<file path="config.mk">
export PLATFORM = sky130hd
export DESIGN_NAME = lbs_front_flat
export DESIGN_NICKNAME = d
export VERILOG_FILES = /design/src/hdl/lbs_pkg.sv /design/src/hdl/lbs_in_if.sv /design/src/hdl/lbs_front.sv /design/src/flat_wrapper.sv
export SDC_FILE = /design/constraint.sdc
export NUM_CORES = 1
export LEC_CHECK = 0
export BUFFER_PORTS_ARGS = -buffer_cell sky130_fd_sc_hd__buf_4
export CORE_AREA = 10 10 157 159
export DETAILED_ROUTE_END_ITERATION = 7
export DIE_AREA = 0 0 167 169
export PLACE_DENSITY = 0.88
export SLEW_MARGIN = 20
export SYNTH_ARGS = -nofsm -noshare
export SYNTH_HDL_FRONTEND = slang
export SYNTH_SLANG_ARGS = --single-unit
</file>
<file path="constraint.sdc">
create_clock -name clk_i -period 21 [get_ports clk_i]
set_clock_uncertainty 0.2 [all_clocks]
set_input_delay 4.2 -clock clk_i [delete_from_list [all_inputs] [get_ports clk_i]]
set_output_delay 4.2 -clock clk_i [all_outputs]
set_load 0.005 [all_outputs]
</file>
<file path="src/hdl/lbs_pkg.sv">
// Package for the linear blend skinning block: queue entry type, status
// struct, item codes and the saturation helper. No dependencies.
`timescale 1ns / 1ps
`default_nettype none
package lbs_pkg;

  localparam int QDEPTH     = 2;
  localparam int MAT_ELEMS  = 12;
  localparam int WGT_STEPS  = 6;
  localparam int TW         = 50;
  localparam int TLO        = 25;

  localparam logic OP_LOAD  = 1'b0;
  localparam logic OP_INFL  = 1'b1;
  localparam logic [1:0] ROW_NONE = 2'd3;
  localparam logic [1:0] COL_TRANS = 2'd3;

  typedef enum logic [1:0] {
    K_WRITE,
    K_APPLY,
    K_EMIT
  } kind_e;

  typedef struct packed {
    kind_e              kind;
    logic [5:0]         joint;
    logic [3:0]         off;
    logic signed [31:0] px;
    logic signed [31:0] py;
    logic signed [31:0] pz;
    logic [16:0]        weight;
    logic               last;
    logic signed [31:0] value;
  } entry_t;

  typedef struct packed {
    logic busy;
    logic emit;
  } bk_status_t;

  function automatic logic signed [31:0] sat32(input logic signed [63:0] a);
    logic signed [31:0] r;
    if (a > 64'sd2147483647) begin
      r = 32'sh7fffffff;
    end else if (a < -64'sd2147483648) begin
      r = 32'sh80000000;
    end else begin
      r = a[31:0];
    end
    return r;
  endfunction

endpackage
`default_nettype wire

</file>
<file path="src/hdl/lbs_in_if.sv">
// Input channel of the skinning block: valid/ready plus one item.
// No dependencies.
`timescale 1ns / 1ps
`default_nettype none
interface lbs_in_if;
  logic               valid;
  logic               ready;
  logic               opcode;
  logic signed [31:0] pos_x;
  logic signed [31:0] pos_y;
  logic signed [31:0] pos_z;
  logic [5:0]         joint_id;
  logic [16:0]        weight;
  logic               last_influence;
  logic [1:0]         matrix_row;
  logic [1:0]         matrix_col;
  logic signed [31:0] matrix_value;

  modport source (output valid, opcode, pos_x, pos_y, pos_z, joint_id, weight,
                  last_influence, matrix_row, matrix_col, matrix_value,
                  input ready);
  modport sink (input valid, opcode, pos_x, pos_y, pos_z, joint_id, weight,
                last_influence, matrix_row, matrix_col, matrix_value,
                output ready);
endinterface
`default_nettype wire

</file>
<file path="src/hdl/lbs_front.sv">
// Front end: accepts input transactions, classifies them and queues the
// ones with work to do. Depends on lbs_pkg and lbs_in_if.
`timescale 1ns / 1ps
`default_nettype none
module lbs_front #(
  parameter int MAX_JOINTS = 64
) (
  input  wire logic   clk_i,
  input  wire logic   rst_ni,
  lbs_in_if.sink      in_i,
  output lbs_pkg::entry_t head_o,
  output logic        head_valid_o,
  input  wire logic   pop_i
);
  import lbs_pkg::*;

  entry_t     ent_q [QDEPTH];
  entry_t     ent_d;
  logic       wp_q, rp_q;
  logic [1:0] cnt_q;
  logic       keep, in_range, accept, push;

  always_comb begin
    in_range    = 32'(in_i.joint_id) < MAX_JOINTS;
    ent_d.joint = in_i.joint_id;
    ent_d.off   = {in_i.matrix_row, in_i.matrix_col};
    ent_d.px    = in_i.pos_x;
    ent_d.py    = in_i.pos_y;
    ent_d.pz    = in_i.pos_z;
    ent_d.weight = in_i.weight;
    ent_d.last  = in_i.last_influence;
    ent_d.value = in_i.matrix_value;
    if (in_i.opcode == OP_LOAD) begin
      ent_d.kind = K_WRITE;
      keep       = in_range && (in_i.matrix_row != ROW_NONE);
    end else if (in_range && (in_i.weight != '0)) begin
      ent_d.kind = K_APPLY;
      keep       = 1'b1;
    end else begin
      ent_d.kind = K_EMIT;
      keep       = in_i.last_influence;
    end
  end

  assign in_i.ready   = cnt_q != 2'(QDEPTH);
  assign accept       = in_i.valid && in_i.ready;
  assign push         = accept && keep;
  assign head_o       = ent_q[rp_q];
  assign head_valid_o = cnt_q != 2'd0;

  always_ff @(posedge clk_i or negedge rst_ni) begin
    if (!rst_ni) begin
      wp_q  <= 1'b0;
      rp_q  <= 1'b0;
      cnt_q <= 2'd0;
    end else begin
      if (push) begin
        wp_q <= ~wp_q;
      end
      if (pop_i) begin
        rp_q <= ~rp_q;
      end
      cnt_q <= cnt_q + 2'(push) - 2'(pop_i);
    end
  end

  always_ff @(posedge clk_i) begin
    if (push) begin
      ent_q[wp_q] <= ent_d;
    end
  end
endmodule
`default_nettype wire

</file>
<file path="src/flat_wrapper.sv">
// flat-port wrapper written by rule: the top's interface ports become plain ports
module lbs_front_flat import lbs_pkg::*;
#(
  parameter int MAX_JOINTS = 64
)
  (clk_i, rst_ni, head_o, head_valid_o, pop_i, in_i_valid, in_i_opcode, in_i_pos_x, in_i_pos_y, in_i_pos_z, in_i_joint_id, in_i_weight, in_i_last_influence, in_i_matrix_row, in_i_matrix_col, in_i_matrix_value, in_i_ready);
  lbs_in_if in_i_i ();
  input  wire logic clk_i;
  input  wire logic rst_ni;
  output lbs_pkg::entry_t head_o;
  output logic head_valid_o;
  input  wire logic pop_i;
  input wire logic [$bits(in_i_i.valid)-1:0] in_i_valid;
  input wire logic [$bits(in_i_i.opcode)-1:0] in_i_opcode;
  input wire logic [$bits(in_i_i.pos_x)-1:0] in_i_pos_x;
  input wire logic [$bits(in_i_i.pos_y)-1:0] in_i_pos_y;
  input wire logic [$bits(in_i_i.pos_z)-1:0] in_i_pos_z;
  input wire logic [$bits(in_i_i.joint_id)-1:0] in_i_joint_id;
  input wire logic [$bits(in_i_i.weight)-1:0] in_i_weight;
  input wire logic [$bits(in_i_i.last_influence)-1:0] in_i_last_influence;
  input wire logic [$bits(in_i_i.matrix_row)-1:0] in_i_matrix_row;
  input wire logic [$bits(in_i_i.matrix_col)-1:0] in_i_matrix_col;
  input wire logic [$bits(in_i_i.matrix_value)-1:0] in_i_matrix_value;
  output wire logic [$bits(in_i_i.ready)-1:0] in_i_ready;
  assign in_i_i.valid = in_i_valid;
  assign in_i_i.opcode = in_i_opcode;
  assign in_i_i.pos_x = in_i_pos_x;
  assign in_i_i.pos_y = in_i_pos_y;
  assign in_i_i.pos_z = in_i_pos_z;
  assign in_i_i.joint_id = in_i_joint_id;
  assign in_i_i.weight = in_i_weight;
  assign in_i_i.last_influence = in_i_last_influence;
  assign in_i_i.matrix_row = in_i_matrix_row;
  assign in_i_i.matrix_col = in_i_matrix_col;
  assign in_i_i.matrix_value = in_i_matrix_value;
  assign in_i_ready = in_i_i.ready;
  lbs_front #(.MAX_JOINTS(MAX_JOINTS)) u_core (.clk_i(clk_i), .rst_ni(rst_ni), .in_i(in_i_i), .head_o(head_o), .head_valid_o(head_valid_o), .pop_i(pop_i));
endmodule
</file>
==> reports/metrics.csv, run 1 <==
metric,value,unit
grt.overflow.total,0,
worst_setup_path_start_kind,flop,
cp.arrival,2.99,ns
cts_resized,0,
ys_ff_latch,320,
r2r_start,u_core.cnt_q[1]$_DFF_PN0_,
clock_path_buffers,3,
max_clock_freq,135,MHz
min_delay_path_depth,1,
clock-root-buffer,clkbuf_16,
finalCriticalPeriod,7.39,ns
grt_max_degree,90,
place_congestion,0.760,
die_x,167,um
r2r_end,u_core.ent_q[0][81]$_DFFE_PP_,
syn_avg_cell_area,22.3,um^2
max_cap_viol_count,0,
vias,6091,
fin_nets,1025,
drc,0,
drtIter0Drc,306,
clkLatencyLatePin,0.53,ns
core,21600,um^2
min_period_over_period,35.2,%
power,2.07,mW
yosysSeqAreaShare,82.3,%
crit_required,16.60,ns
slew_headroom,31.1,%
worst_hold_path.endpoint,u_core.cnt_q[1]$_DFF_PN0_,
vias_per_cell,5.22,
yosysUniqueCellTypes,21,
synth_area,11600,um^2
drv_slew,0,
row_count,54,
dieArea,28200,um^2
cts_tree,built,
setup-violations-final,0,
hold_viol,0,
io_pins,321,
worst_r2r_path_depth,6,
clkSinkCount,320,
syn_to_final_growth,32.6,%
grt_pass1_wl,38800,um
portBuffers,320,
htreeDepth,1,
drt_pre_antenna_iters,4,
ir_drop,0.0855,mV
cts_hold_buf,0,
tns,0,ns
dp_hpwl,18500,um
grt_pass1_vias,6834,
yosys.area.top_type,edfxtp_1,
max_slew.worst_pin.slew,1.03,ns
start_util,54.1,%
end_kind,output port,
antenna_found_initial,1,
layout_commonest_cell,buf_4,
min_path_type,flop to flop,
r2r_setup_slack,17.90,ns
die_y,169,um
post_cts_buffers,0,
synthTopCellsByArea,"edfxtp_1, mux2_2, dfrtp_1",
status,"finished, final reports clean",
cts_buffers,30,
clkTransAtPathRegs,0.06,ns
wl_per_cell,22.8,um
diodes,0,
wl,26500,um
syn-num-nets,686,
final_util,71.7,%
syn_inst,523,
grt_usage,17.4,%
leakage,5.76,nW
ant_nets,0,
rsz0062_at_grt,false,
path_class,flop to output port,
drive_above_1_share,60.2,%
synth_top_area_share,81.5,%
cp_max_fo,89,
synth_warnings,0,
instances_no_fill,1166,
min_from,u_core.cnt_q[1]$_DFF_PN0_,
powerDensity,134,nW/um^2
dp_cells,1110,
final_cell_mix,"buf_4, edfxtp_1, mux2_2",
worst max path at each step:
stage                                        from  cells after the start  slack, ns                             to
after floorplan                in_i_matrix_row[0]                      4       9.05   u_core.ent_q[0][0]$_DFFE_PP_
after detailed placement       in_i_matrix_row[0]                      7      13.73  u_core.ent_q[0][15]$_DFFE_PP_
after CTS                 u_core.rp_q$_DFFE_PN0P_                      3      13.59                     head_o[20]
final                     u_core.rp_q$_DFFE_PN0P_                      3      13.61                     head_o[20]
after global routing      u_core.rp_q$_DFFE_PN0P_                      3      13.48                     head_o[63]
after global placement         in_i_matrix_row[0]                      7      13.75  u_core.ent_q[0][11]$_DFFE_PP_
synth_stat cells (all sizes together):
cell / instances
ha: 2
or4: 1
nor2: 4
nand4: 1
buf: 13
xor2: 1
nand2b: 2
mux2: 158
o211a: 1
nand2: 1
nor2b: 1
inv: 4
dfrtp: 4
or2: 1
edfxtp: 316
nor4: 2
o31ai: 1
xnor2: 3
and2: 1
clkbuf: 5
nor3: 1
routing by layer:
metal	global-route usage [%]	part of all wire, %	vias to the layer above
li1	-	-	2762
met1	19.1	37	3028
met2	31.0	52	251
met3	5.86	8.5	48
met4	6.19	2.9	2
met5	0	0.049	-
cell type report:
type	count	area (um^2)
Tap cell	280	350
Clock buffer	42	847
Timing Repair Buffer	325	2450
Fill cell	1279	6110
Multi-Input combinational cell	181	1980
Inverter	4	15.0
Sequential cell	320	9590
Clock inverter	14	216
registers in the layout, summed over array words and instances, names as in the netlist:
signal        flops
u_core.ent_q    316
u_core.rp_q       1
u_core.wp_q       1
u_core.cnt_q      2
logic make-up after synthesis:
| logic type | Yosys count | synth area share (%) |
|---|---|---|
| buf+inv | 22 | 0.848 |
| compound gates | 2 | 0.268 |
| flops | 320 | 82.3 |
| simple gates | 15 | 0.784 |
| mux | 158 | 15.3 |
| fa+ha+maj | 2 | 0.215 |
| xor+xnor | 4 | 0.301 |
power breakdown:
part	leakage, nW	switching (mW)	internal, mW
combinational	2.28	0.260	0.323
sequential	2.97	0.0561	0.857
clock	0.514	0.216	0.353
total	5.76	0.532	1.53
worst max-delay path, cell delays in order (launching register included):
cell and delay, ns:
dfrtp_4 1.04, buf_6 0.71, mux2_2 0.44, buf_4 0.14
stage by stage:
step	area (um^2)	setup WS (ns)	hold WS, ns
3_5_place_dp	14400	13.73	0.295
2_1_floorplan	11600	9.05	0.260
4_1_cts	15400	13.59	0.304
5_1_grt	15400	13.48	0.350
3_3_place_gp	14400	13.75	0.282
6_report	15400	13.61	0.297
Power figures use the tool's default switching activity.
==> run 2: changes to the inputs <==
CORE_AREA = 10 10 169 171   (was 10 10 157 159)
DIE_AREA = 0 0 179 181   (was 0 0 167 169)
PLACE_DENSITY = 0.81   (was 0.88)
clock period = 6.38 ns   (was 21 ns; I/O delays follow)
==> run 2 against run 1 <==
Net effect:
- first-iteration DRC count is 18% higher
- die area is 15% higher
- cell count is 4.7% higher
- critical path depth stayed put
- critical path type unchanged
- critical endpoint is now head_o[121]
==> reports/metrics.csv, run 2 (same netlist as run 1, synthesis figures left out) <==
metric,value,unit
whs,0.304,ns
end_kind,output port,
cts_tree,built,
path_class,flop to output port,
cp_num_cells,3,
largest_reg_flops,316,
max_cap_viol_count,0,
fin_nets,1031,
largestRegisters,"u_core.ent_q (316), u_core.cnt_q (2)",
place_congestion,0.750,
vias_per_cell,4.96,
syn_to_final_growth,33.6,%
clkSinkCount,320,
cts_resized,0,
core,25000,um^2
io_pins,321,
cp_max_fo,101,
dieArea,32400,um^2
cts_buffers,34,
rsz0062_at_grt,false,
htreeDepth,2,
tns,0,ns
clkLatencyLatePin,0.48,ns
r2r_start,u_core.cnt_q[1]$_DFF_PN0_,
slew_headroom,44.3,%
finalCriticalPeriod,4.15,ns
slowest_stage,dfrtp_4,
clkTransAtPathRegs,0.06,ns
wl,25700,um
max_slew.worst_pin.slew,0.834,ns
top_register,u_core.ent_q,
cts_hold_buf,0,
grt_pass1_vias,6656,
die_y,181,um
r2r_end,u_core.ent_q[0][128]$_DFFE_PP_,
drv_slew,0,
min_path_type,flop to flop,
powerDensity,438,nW/um^2
dp_cells,1162,
antenna_found_initial,1,
leakage,5.79,nW
clock-root-buffer,clkbuf_16,
pre_cts_slack,2.30,ns
ant_nets,0,
wl_per_cell,21.0,um
setup-violations-final,0,
diodes,0,
post_cts_buffers,0,
status,"finished, final reports clean",
grt_pass1_wl,38500,um
cpPeakStageDelay,0.96,ns
start_util,46.5,%
crit_required,4.90,ns
layout_commonest_cell,buf_4,
critPathLaunch,u_core.rp_q$_DFFE_PN0P_,
final_cell_mix,"buf_4, edfxtp_1, mux2_2",
cp_num_buf_inv,2,
path_cells,buf_12 -> mux2_2 -> buf_4,
finalWorstSetupSlack,2.23,ns
grt_max_degree,102,
ir_drop,0.289,mV
grt_usage,15.3,%
cpLargestDelayFamily,flip-flops,
cp.arrival,2.67,ns
dp_hpwl,17900,um
portBuffers,320,
row_count,58,
vias,6055,
worst_setup_path_start_kind,flop,
hold_viol,0,
drive_above_1_share,60.4,%
max_clock_freq,241,MHz
crit_end,head_o[121],
instances_no_fill,1221,
r2r_setup_slack,3.34,ns
drt_pre_antenna_iters,4,
worst_r2r_path_depth,6,
grt.overflow.total,0,
die_x,179,um
clock_path_buffers,3,
drtIter0Drc,361,
power,6.82,mW
drc,0,
min_period_over_period,65.0,%
[run 2: cell types whose count changed in the layout (fill, tap and decap cells not counted), sizes merged]
cell and change:
buf +2, clkinv +4, clkinvlp +2, bufinv -3
[run 2: worst min-delay path by stage]
stage,from,to,cells after the start
after CTS,u_core.cnt_q[1]$_DFF_PN0_,u_core.cnt_q[1]$_DFF_PN0_,1
after global routing,u_core.cnt_q[1]$_DFF_PN0_,u_core.cnt_q[1]$_DFF_PN0_,1
after floorplan,u_core.cnt_q[1]$_DFF_PN0_,u_core.cnt_q[1]$_DFF_PN0_,1
after detailed placement,u_core.cnt_q[1]$_DFF_PN0_,u_core.cnt_q[1]$_DFF_PN0_,1
final,u_core.cnt_q[1]$_DFF_PN0_,u_core.cnt_q[1]$_DFF_PN0_,1
after global placement,u_core.cnt_q[1]$_DFF_PN0_,u_core.cnt_q[1]$_DFF_PN0_,1
[run 2: final cells by class]
type                            instances  area (um^2)
Sequential cell                       320         9590
Fill cell                            1772         9470
Clock inverter                         17          158
Inverter                                4         15.0
Tap cell                              330          413
Clock buffer                           42          945
Multi-Input combinational cell        181         1980
Timing Repair Buffer                  327         2470
[run 2: power breakdown]
group          internal (mW)  switching [mW]
logic                   1.07           0.858
clock network           1.17           0.741
registers               2.82           0.165
total                   5.06            1.76
[run 2: routing by layer]
layer  vias up  part of all wire (%)  GRT usage (%)
met5         -                 0.070              0
met4         2                   1.9           4.20
met3        35                    10           6.11
met2       263                    51           26.1
met1      2980                    37           17.3
li1       2775                     -              -
[run 2: through the flow]
| step | utilization, % | instance area, um^2 |
|---|---|---|
| global placement | 57.8 | 14500 |
| floorplan | - | 11600 |
| finish | 62.2 | 15600 |
| global route | 62.2 | 15600 |
| CTS | 62.2 | 15600 |
| detailed placement | 57.8 | 14500 |
